## src/hdl/assert_macros.svh

```systemverilog
// Assertion macros shared by the files that carry concurrent checks.
`ifndef ASSERT_MACROS_SVH
`define ASSERT_MACROS_SVH

// Generic check on an explicit clock and active-low reset.
`define ASSERT_CLK(label, clk_sig, rstn_sig, prop, msg) \
    label: assert property (@(posedge clk_sig) disable iff (!rstn_sig) (prop)) \
        else $error(msg);

// Check on the house clock and reset names.
`define ASSERT_STD(label, prop, msg) \
    `ASSERT_CLK(label, clk, rst_n, prop, msg)

`endif

```

## src/hdl/ppi_pkg.sv

```systemverilog
// Package with shared types and constants of the progress interleaver.
`timescale 1ns / 1ps

package ppi_pkg;

    localparam int GROUPS_DEF     = 8;
    localparam int COUNT_BITS_DEF = 16;
    localparam int SEQ_BITS       = 19;
    localparam int SEL_BITS       = 3;
    localparam int ITEM_BITS      = 16;

    localparam logic OP_LOAD  = 1'b0;
    localparam logic OP_GRANT = 1'b1;

    typedef struct packed {
        logic                 op;
        logic [SEL_BITS-1:0]  group_sel;
        logic [ITEM_BITS-1:0] group_items;
    } cmd_t;

    typedef struct packed {
        logic [SEL_BITS-1:0] granted_group;
        logic                grant_valid;
        logic [SEQ_BITS-1:0] sequence_pos;
        logic                group_last;
        logic                all_done;
    } result_t;

endpackage

```

## src/hdl/proportional_progress_interleaver.sv

```systemverilog
// Top level of the proportional progress interleaver.
`timescale 1ns / 1ps
// Usage:
// A command is taken at a rising edge with start high and busy low. A load
// command sets one group's total and clears its fetched count; a grant
// command picks the unfinished group with the smallest fetched/total ratio
// (ties to the larger total, then the larger index) and counts one item.
// Every command returns exactly one result, shown on the result port for
// one cycle with done high; the receiver cannot hold it off.
// Scan: each command scans all groups through one shared cross-multiply
// comparator: a read state, then a product state and a compare state for
// each group, then a commit cycle. busy stays high from the accepting edge
// through the commit cycle; done is high in the first cycle with busy low,
// and a new command may be taken in that same cycle, so the block does not
// take a new command before it is through with the last one.
// The scan time is set by the single comparator and the one read port of
// the count store.
// Reset clears the sequence counter and the store's valid bits at once, so
// all totals and fetched counts read as zero; the block is ready right
// after reset is released.
module proportional_progress_interleaver #(
    parameter int GROUPS     = ppi_pkg::GROUPS_DEF,
    parameter int COUNT_BITS = ppi_pkg::COUNT_BITS_DEF
) (
    input  logic            clk,
    input  logic            rst_n,
    input  logic            start,
    output logic            busy,
    input  ppi_pkg::cmd_t   cmd,
    output logic            done,
    output ppi_pkg::result_t result
);
    import ppi_pkg::*;

    `include "assert_macros.svh"

    localparam int AW = (GROUPS > 1) ? $clog2(GROUPS) : 1;
    localparam int CW = $clog2(GROUPS + 1);
    localparam logic [AW-1:0] LAST_IDX = AW'(GROUPS - 1);
    localparam logic [COUNT_BITS-1:0] COUNT_MAX = '1;

    localparam logic [1:0] ST_IDLE = 2'd0;
    localparam logic [1:0] ST_READ = 2'd1;
    localparam logic [1:0] ST_MUL  = 2'd2;
    localparam logic [1:0] ST_CMP  = 2'd3;

    logic [1:0]            state_reg, state_next;
    logic                  finish_reg, finish_next;
    logic                  op_reg;
    logic [AW-1:0]         idx_reg;
    logic                  best_valid_reg;
    logic [AW-1:0]         best_idx_reg;
    logic [COUNT_BITS-1:0] best_fetched_reg;
    logic [COUNT_BITS-1:0] best_total_reg;
    logic [CW-1:0]         unfinished_reg;
    logic [SEQ_BITS-1:0]   issued_reg;
    logic                  done_reg;
    result_t               result_reg;

    logic                  accept;
    logic                  load_hit;
    logic [31:0]           items_wide;
    logic [COUNT_BITS-1:0] load_total;
    logic                  wr_en;
    logic [AW-1:0]         wr_addr;
    logic [COUNT_BITS-1:0] wr_total;
    logic [COUNT_BITS-1:0] wr_fetched;
    logic                  rd_en;
    logic [AW-1:0]         rd_addr;
    logic [COUNT_BITS-1:0] rd_total;
    logic [COUNT_BITS-1:0] rd_fetched;
    logic                  ahead;
    logic                  cand_open;
    logic                  grant_hit;
    logic [COUNT_BITS-1:0] best_fetched_inc;
    logic                  last_hit;

    assign accept     = start && !busy;
    assign load_hit   = accept && (cmd.op == OP_LOAD) && (int'(cmd.group_sel) < GROUPS);
    assign items_wide = 32'(cmd.group_items);
    assign load_total = (items_wide > 32'(COUNT_MAX)) ? COUNT_MAX : COUNT_BITS'(items_wide);

    assign grant_hit        = finish_reg && (op_reg == OP_GRANT) && best_valid_reg;
    assign best_fetched_inc = best_fetched_reg + 1'b1;
    assign last_hit         = (best_fetched_inc == best_total_reg);

    // Loads write at the accepting edge; grants write back in the commit cycle.
    always_comb
    begin
        if (grant_hit)
        begin
            wr_en      = 1'b1;
            wr_addr    = best_idx_reg;
            wr_total   = best_total_reg;
            wr_fetched = best_fetched_inc;
        end
        else
        begin
            wr_en      = load_hit;
            wr_addr    = AW'(cmd.group_sel);
            wr_total   = load_total;
            wr_fetched = '0;
        end
    end

    assign cand_open = (rd_fetched < rd_total);
    assign rd_en     = (state_reg == ST_READ) ||
                       ((state_reg == ST_CMP) && (idx_reg != LAST_IDX));
    assign rd_addr   = (state_reg == ST_CMP) ? AW'(idx_reg + 1'b1) : idx_reg;

    ppi_store #(
        .GROUPS     (GROUPS),
        .COUNT_BITS (COUNT_BITS)
    ) u_store (
        .clk        (clk),
        .rst_n      (rst_n),
        .wr_en      (wr_en),
        .wr_addr    (wr_addr),
        .wr_total   (wr_total),
        .wr_fetched (wr_fetched),
        .rd_en      (rd_en),
        .rd_addr    (rd_addr),
        .rd_total   (rd_total),
        .rd_fetched (rd_fetched)
    );

    ppi_cmp #(
        .COUNT_BITS (COUNT_BITS)
    ) u_cmp (
        .clk          (clk),
        .cand_fetched (rd_fetched),
        .cand_total   (rd_total),
        .best_fetched (best_fetched_reg),
        .best_total   (best_total_reg),
        .ahead        (ahead)
    );

    always_comb
    begin
        state_next  = state_reg;
        finish_next = 1'b0;
        case (state_reg)
            ST_IDLE:
            begin
                if (accept && !finish_reg)
                begin
                    state_next = ST_READ;
                end
            end
            ST_READ:
            begin
                state_next = ST_MUL;
            end
            ST_MUL:
            begin
                state_next = ST_CMP;
            end
            ST_CMP:
            begin
                if (idx_reg == LAST_IDX)
                begin
                    state_next  = ST_IDLE;
                    finish_next = 1'b1;
                end
                else
                begin
                    state_next = ST_MUL;
                end
            end
            default:
            begin
                state_next = ST_IDLE;
            end
        endcase
    end

    assign busy = (state_reg != ST_IDLE) || finish_reg;

    always_ff @(posedge clk or negedge rst_n)
    begin
        if (!rst_n)
        begin
            state_reg      <= ST_IDLE;
            finish_reg     <= 1'b0;
            op_reg         <= OP_LOAD;
            idx_reg        <= '0;
            best_valid_reg <= 1'b0;
            unfinished_reg <= '0;
            issued_reg     <= '0;
            done_reg       <= 1'b0;
        end
        else
        begin
            state_reg  <= state_next;
            finish_reg <= finish_next;
            done_reg   <= finish_reg;
            if (accept)
            begin
                op_reg         <= cmd.op;
                idx_reg        <= '0;
                best_valid_reg <= 1'b0;
                unfinished_reg <= '0;
            end
            else if (state_reg == ST_CMP)
            begin
                if (cand_open)
                begin
                    unfinished_reg <= unfinished_reg + 1'b1;
                    if (!best_valid_reg || ahead)
                    begin
                        best_valid_reg <= 1'b1;
                    end
                end
                if (idx_reg != LAST_IDX)
                begin
                    idx_reg <= idx_reg + 1'b1;
                end
            end
            if (grant_hit)
            begin
                issued_reg <= issued_reg + 1'b1;
            end
        end
    end

    // Best candidate payload follows the valid flag above.
    always_ff @(posedge clk)
    begin
        if ((state_reg == ST_CMP) && cand_open && (!best_valid_reg || ahead))
        begin
            best_idx_reg     <= idx_reg;
            best_fetched_reg <= rd_fetched;
            best_total_reg   <= rd_total;
        end
    end

    always_ff @(posedge clk)
    begin
        if (finish_reg)
        begin
            result_reg.granted_group <= grant_hit ? SEL_BITS'(best_idx_reg) : '0;
            result_reg.grant_valid   <= grant_hit;
            result_reg.sequence_pos  <= grant_hit ? issued_reg : '0;
            result_reg.group_last    <= grant_hit && last_hit;
            if (grant_hit)
            begin
                result_reg.all_done <= (unfinished_reg == CW'(1)) && last_hit;
            end
            else
            begin
                result_reg.all_done <= (unfinished_reg == '0);
            end
        end
    end

    assign done   = done_reg;
    assign result = result_reg;

    `ASSERT_STD(a_done_single, done |=> !done, "result strobe lasted more than one cycle")
    `ASSERT_STD(a_accept_busy, start && !busy |=> busy, "accepted transaction did not raise busy")
    `ASSERT_STD(a_done_after_finish, done |-> $past(finish_reg), "result without a commit cycle")
    `ASSERT_STD(a_no_grant_done, done && !result.grant_valid && result.group_last |-> 1'b0,
                "group_last set on a transaction without a grant")
    `ASSERT_STD(a_best_in_range, grant_hit |-> (int'(best_idx_reg) < GROUPS),
                "granted group index out of range")

endmodule

```

## src/hdl/ppi_store.sv

```systemverilog
// Per-group total and fetched counts with a registered read port.
`timescale 1ns / 1ps

module ppi_store #(
    parameter int GROUPS     = 8,
    parameter int COUNT_BITS = 16
) (
    input  logic                          clk,
    input  logic                          rst_n,
    input  logic                          wr_en,
    input  logic [$clog2(GROUPS)-1:0]     wr_addr,
    input  logic [COUNT_BITS-1:0]         wr_total,
    input  logic [COUNT_BITS-1:0]         wr_fetched,
    input  logic                          rd_en,
    input  logic [$clog2(GROUPS)-1:0]     rd_addr,
    output logic [COUNT_BITS-1:0]         rd_total,
    output logic [COUNT_BITS-1:0]         rd_fetched
);
    import ppi_pkg::*;

    logic [COUNT_BITS-1:0] total_mem   [GROUPS];
    logic [COUNT_BITS-1:0] fetched_mem [GROUPS];
    logic [GROUPS-1:0]     valid_reg;
    logic [COUNT_BITS-1:0] rd_total_reg;
    logic [COUNT_BITS-1:0] rd_fetched_reg;

    // Entries not written since reset read as zero.
    always_ff @(posedge clk or negedge rst_n)
    begin
        if (!rst_n)
        begin
            valid_reg <= '0;
        end
        else if (wr_en)
        begin
            valid_reg[wr_addr] <= 1'b1;
        end
    end

    always_ff @(posedge clk)
    begin
        if (wr_en)
        begin
            total_mem[wr_addr]   <= wr_total;
            fetched_mem[wr_addr] <= wr_fetched;
        end
    end

    always_ff @(posedge clk)
    begin
        if (rd_en)
        begin
            rd_total_reg   <= valid_reg[rd_addr] ? total_mem[rd_addr] : '0;
            rd_fetched_reg <= valid_reg[rd_addr] ? fetched_mem[rd_addr] : '0;
        end
    end

    assign rd_total   = rd_total_reg;
    assign rd_fetched = rd_fetched_reg;

endmodule

```

## src/hdl/ppi_cmp.sv

```systemverilog
// Cross-multiply fraction comparator shared by every step of the scan.
`timescale 1ns / 1ps

module ppi_cmp #(
    parameter int COUNT_BITS = 16
) (
    input  logic                  clk,
    input  logic [COUNT_BITS-1:0] cand_fetched,
    input  logic [COUNT_BITS-1:0] cand_total,
    input  logic [COUNT_BITS-1:0] best_fetched,
    input  logic [COUNT_BITS-1:0] best_total,
    output logic                  ahead
);
    import ppi_pkg::*;

    logic [2*COUNT_BITS-1:0] lhs_reg;
    logic [2*COUNT_BITS-1:0] rhs_reg;
    logic                    total_ge_reg;

    // Products are registered; the compare happens in the following cycle.
    always_ff @(posedge clk)
    begin
        lhs_reg      <= (2*COUNT_BITS)'(cand_fetched) * (2*COUNT_BITS)'(best_total);
        rhs_reg      <= (2*COUNT_BITS)'(best_fetched) * (2*COUNT_BITS)'(cand_total);
        total_ge_reg <= (cand_total >= best_total);
    end

    // The scan runs in ascending index order, so on equal fractions and
    // equal totals the candidate always has the larger index and wins.
    assign ahead = (lhs_reg < rhs_reg) || ((lhs_reg == rhs_reg) && total_ge_reg);

endmodule
```

## config.mk

```make
export PLATFORM = sky130hd
export DESIGN_NAME = proportional_progress_interleaver
export DESIGN_NICKNAME = d
export VERILOG_FILES = /design/src/hdl/ppi_pkg.sv /design/src/hdl/proportional_progress_interleaver.sv /design/src/hdl/ppi_store.sv /design/src/hdl/ppi_cmp.sv
export VERILOG_INCLUDE_DIRS = /design/src /design/src/hdl
export SDC_FILE = /design/constraint.sdc
export NUM_CORES = 2
export LEC_CHECK = 0
export CORE_MARGIN = 5
export CORE_UTILIZATION = 61
export DETAILED_ROUTE_END_ITERATION = 6
export DONT_BUFFER_PORTS = 1
export GPL_TIMING_DRIVEN = 0
export PLACE_DENSITY_LB_ADDON = 0.2
export SLEW_MARGIN = 10
export SYNTH_ARGS = -nofsm -noshare
export SYNTH_HDL_FRONTEND = slang
export SYNTH_SLANG_ARGS = --single-unit
```

## constraint.sdc

```tcl
create_clock -name clk -period 10.55 [get_ports clk]
set_input_delay 2.11 -clock clk [delete_from_list [all_inputs] [get_ports clk]]
set_output_delay 2.11 -clock clk [all_outputs]
set_load 0.02 [all_outputs]
```

# Word-level counts from Yosys, hierarchy flattened
# Memory sizes are Yosys's and may differ from the RTL's. A register that Yosys moved wholly into a read port is not among the register bits.
# Index checks and enable logic that the tools add are counted.
# totals
register_bits	165
ramBits	256
inputBits	23
out_inout_bits	27
elab_cells	105
mem_count	2
# mem_list
name	words	width	rd	rd_ports_with_merged_regs	write_ports	line_no	text
u_store.fetched_mem	8	16	1	1	1	ppi_store.sv:22	logic [COUNT_BITS-1:0] fetched_mem [GROUPS];
u_store.total_mem	8	16	1	1	1	ppi_store.sv:21	logic [COUNT_BITS-1:0] total_mem [GROUPS];
# classes
addsub	4
mul	2
n_lt_le_gt_ge	7
eq_ne	9
muxes	28
n_bitwise	2
reduce_logical	31
# ops
cell	n
16-bit by 16-bit multiplier with 32-bit output	2
16-bit two-way mux	3
32-bit == test	1
32-bit less-than comparator	1
19-bit by 1-bit adder with 19-bit output (second input constant)	1
16-bit by 1-bit adder with 16-bit output (second input constant)	1
16-bit == test	1
16-bit greater-or-equal comparator	1
16-bit > comparator (second input constant)	1
16-bit less-than comparator	1
3-bit two-way mux	5
1-bit logical AND	12
1-bit two-way mux	12
4-bit two-way mux	3
2-bit nonzero test	5
3-bit by 4-bit less-than comparator with 1-bit output (second input constant)	2
8-bit bitwise OR	1
2-bit one-hot mux with 4 select lines	1
1-bit logical NOT	5
4-bit by 1-bit adder with 4-bit output (second input constant)	1
2-bit == test (second input constant)	2
4-bit by 1-bit == test with 1-bit output (second input constant)	1
4-bit logical NOT	1
1-bit logical OR	4
other kinds (13)	15

# Depth between registers and ports, before layout
# logic_depth
word_depth	8
mapped_depth	26
ltp_nobuf	24

# By module
# Synthesis repeated with hierarchy kept, for this count alone.
# unflattened
hier_cells	3193
hier_area_um2	35846.9
# modules_own_cells
mod	n_inst	cells_per_inst	area_each_um2	seq_area_each_um2
ppi_cmp	1	2240	19677.6	1301.2
ppi_store	1	469	11079.4	8848.5
proportional_progress_interleaver	1	484	5089.9	2602.5

# Worst setup path before layout
# OpenSTA, ideal clock, no wires.
# synth_timing
path_kind	reg-to-reg
startpoint	register best_total_reg[1]
endpoint	register u_cmp.lhs_reg[30]
setup_ns	0.118
arrival_time_ns	6.057
t_required_ns	10.432
setup_slack_ns	4.375
path_stages_with_launch	23
path_buffers	2
synth_period_minus_slack_ns	6.175
path_cell_list	edfxtp_1 clkbuf_1 clkbuf_1 nand2_1 fa_1 fa_1 fa_1 fa_1 inv_1 fa_1 inv_1 fa_1 inv_1 ha_1 nand4_1 nor2_1 a221oi_1 o211ai_1 a21o_1 a41o_1 a2111oi_2 a21oi_1 xnor2_1
# synth_via
elab_chain_cells	1
# synth_rtl
item	line_no	text
from (decl)	proportional_progress_interleaver.sv:54	logic [COUNT_BITS-1:0] best_total_reg;
from (signal assigned)	proportional_progress_interleaver.sv:233	best_total_reg <= rd_total;
16-bit by 16-bit multiplier with 32-bit output	ppi_cmp.sv:23	lhs_reg <= (2*COUNT_BITS)'(cand_fetched) * (2*COUNT_BITS)'(best_total);
to (signal assigned)	ppi_cmp.sv:23	
to (decl)	ppi_cmp.sv:16	logic [2*COUNT_BITS-1:0] lhs_reg;
# Every way passes these cells.
# A chain may end at the register's enable or synchronous reset.

# Worst setup path in the final report
# layout_timing
startpoint	register best_fetched_reg[6]
endpoint	register u_cmp.rhs_reg[25]
# layout_via
elab_chain_cells	1
# layout_rtl
item	line_no	text
from (decl)	proportional_progress_interleaver.sv:53	logic [COUNT_BITS-1:0] best_fetched_reg;
from (signal assigned)	proportional_progress_interleaver.sv:232	best_fetched_reg <= rd_fetched;
16-bit by 16-bit multiplier with 32-bit output	ppi_cmp.sv:24	rhs_reg <= (2*COUNT_BITS)'(best_fetched) * (2*COUNT_BITS)'(cand_total);
to (signal assigned)	ppi_cmp.sv:24	
to (decl)	ppi_cmp.sv:17	logic [2*COUNT_BITS-1:0] rhs_reg;
# Every way passes these cells.

==> reports/results.txt <==
Status - completed
Startpoint Class - register
Nets - 3856
Fraction of layout cells with a size suffix above 1 - 6.342%
Crit path DAT - 8.15 ns
Vias in the first global route - 24838
DIE AREA - 0.06212 mm2
Via count - 23293
Initial Utilization - 61.80%
Input/output buffers - 0
Area occupied by multi-input gates - 0.01971 mm2
Post-route ant nets - 0
Clock slew at reported path FFs - 0.06 ns
Worst Hold Path EP - u_store.valid_reg[2]$_DFFE_PN0N_
Post-synthesis cell type count - 60
Worst Hold Class - register to register
Total Routing Usage GR - 29.82%
Main synth FF type - edfxtp_1
Worst Max-Slew Pin Slew - 1.195 ns
Placed Cells - 3874
Largest net degree at the start of global routing - 41
R2R depth - 22
Critical path type - register to register
Clock Sinks - 453
Crit end category - register
Gr ovfl total - 0
Placed inst area - 0.03620 mm2
Non-filler cells, final - 3959
Initial antenna violation count - 3
Most frequent cells in the layout - inv_1 (539), nand2_1 (410), fa_1 (388)
EDFF count, synth - 348
WL per Instance - 23.23 um
Worst r2r dst - u_cmp.rhs_reg[25]$_DFF_P_
Detail Placement HPWL - 69050 um
Root Driver - clkbuf_16
Synth warnings - 0
Final instance area - 0.03778 mm2
Hold_buf cts - 0
Die height - 249.2 um
Die width - 249.2 um
FP Rows - 87
TritonCTS clock tree - yes
Part of the Yosys area used for sequential elements - 36.53%
DRT Pass-1 Iters - 5
Area growth from synthesis to layout - 8.218%
# IOs - 50
Register area - 0.01275 mm2
1st-iter DRT viols - 1970
Final setup viols - 0
Avg Cell Area, Syn - 11.26 um2
Commonest non-fill, non-tap cell in the layout - inv_1
Synthesized instance count - 3101
Max FO, Critical Path - 10
Fin. Hold Viols - 0
Fillers - 4180
Worst Path Required - 11.03 ns
CTS Buffer Depth - 3
Worst reg-to-reg setup slack - 2.88 ns
Reg2reg start - best_fetched_reg[6]$_DFFE_PP_
CTS buffer count - 47
Drt drc - 0
Netlist Area Pre-Place - 0.03491 mm2
Tcrit/Tclk final - 72.67%
First-pass GRT wire length - 143300 um
H-tree Lvls - 2
Setup TNS - 0 ns
# Post-CTS Setup Buffers - 0
Gp weighted congestion - 0.9593
Hold path startpoint - u_store.valid_reg[2]$_DFFE_PN0N_
Biggest regs - u_store.fetched_mem: 128 flops, u_store.total_mem: 128 flops
WHS Path Cells - 1
CTS resizes - 0
Crit path time final - 7.667 ns
Area of the core - 0.05650 mm2
Max cap viols - 0
Net Count, Synth - 3790
Asr flop ratio synth - 8.830%
FMAX - 130.4 MHz
Clk_skew - 0.05460 ns
RSZ-0062 raised after global routing - false
Slew Limit Fails - 0
Slew Limit Headroom - 19.46%
Vias per cell - 5.884
WL final - 91970 um
Later-pin clock latency in the skew report - 0.62 ns
Register bit total from synthesis - 453
cells in the mapped netlist, types with 6 or more instances:
cell        n  area share, %
and3_1     17           0.30
a31oi_1    12           0.22
dfrtp_1    40            2.9
or2_2      10           0.18
o21ai_0    48           0.69
xnor2_1    77            1.9
o21bai_1   11           0.24
o21a_1      8           0.17
edfxtp_1  348             30
inv_1     539            5.8
mux2i_1     6           0.17
fa_1      388             22
dfxtp_1    65            3.7
nand3_1    22           0.32
mux4_2     66            4.3
buf_2       8           0.11
and2_1    252            4.5
buf_4       7           0.15
clkbuf_1  106            1.1
nand2b_1   14           0.25
a21o_1     47            1.0
nor2b_1    11           0.20
nor2_1     86           0.92
ha_1      278             10
a21oi_1   103            1.5
nand2_1   410            4.4
xor2_1     25           0.63
o211ai_1   11           0.24
nor3_1      6          0.086
a211oi_1   13           0.28
nand4_1    19           0.34
worst max-delay path by stage:
| stage | from | end | slack [ns] | cells past startpoint |
|---|---|---|---|---|
| final | best_fetched_reg[6]$_DFFE_PP_ | u_cmp.rhs_reg[25]$_DFF_P_ | 2.88 | 22 |
| after global routing | best_fetched_reg[6]$_DFFE_PP_ | u_cmp.rhs_reg[25]$_DFF_P_ | 2.71 | 22 |
| after CTS | best_fetched_reg[6]$_DFFE_PP_ | u_cmp.rhs_reg[25]$_DFF_P_ | 2.98 | 22 |
| after detailed placement | best_fetched_reg[6]$_DFFE_PP_ | u_cmp.rhs_reg[25]$_DFF_P_ | 2.99 | 22 |
| after global placement | start | u_store.valid_reg[6]$_DFFE_PN0N_ | 3.02 | 4 |
| after floorplan | best_total_reg[1]$_DFFE_PP_ | u_cmp.lhs_reg[30]$_DFF_P_ | 4.37 | 22 |
through the flow:
stage | utilization, % | hold slack (ns) | setup WS, ns
floorplan | - | 0.4337 | 4.375
global placement | 63.47 | 0.4457 | 3.022
CTS | 66.87 | 0.4652 | 2.976
finish | 66.87 | 0.4671 | 2.883
detailed placement | 64.07 | 0.4501 | 2.990
global route | 66.87 | 0.4728 | 2.712
worst max-delay path, cell delays in order (launching register included):
cell and delay (ns):
edfxtp_1 0.32, clkbuf_1 0.27, clkbuf_1 0.70, clkbuf_1 0.60, nand2_1 0.16, fa_1 0.53
inv_1 0.06, fa_1 0.51, inv_1 0.06, fa_1 0.53, inv_1 0.05, fa_1 0.46
fa_1 0.52, fa_1 0.43, ha_1 0.37, and4_1 0.23, a31oi_1 0.25, a31oi_1 0.15
o21ai_0 0.51, a21oi_1 0.14, a21oi_1 0.28, o21bai_1 0.11, xor2_1 0.30
layer usage:
layer	GRT usage, %	share of wire, %	wire length (um)	up-vias
met3	5.053	8.7	7969	223
li1	-	-	-	10156
met1	40.42	39	35950	11758
met4	11.37	4.5	4177	0
met5	0	0	0	-
met2	48.95	48	43870	1156
cells by family after synthesis:
group | count (synthesis) | share of synthesized area, %
mux | 73 | 4.462
simple gates | 864 | 11.93
compound gates | 279 | 5.064
flops | 453 | 36.53
buf+inv | 664 | 7.243
fa+ha+maj | 666 | 32.21
xor+xnor | 102 | 2.559
area by class of cell:
class                           instances  share of cell area, %
Clock buffer                           56                  3.255
Timing Repair Buffer                   17                 0.6888
Multi-Input combinational cell       1984                  52.17
Antenna cell                            2                0.01325
Inverter                              540                  5.365
Clock inverter                         27                 0.9240
Sequential cell                       453                  33.75
Tap cell                              756                  2.504
Buffer                                124                  1.328
Power is left out: the tool's default activity adds up to more than one toggle a clock period on the data nets, which glitch-free logic cannot reach.
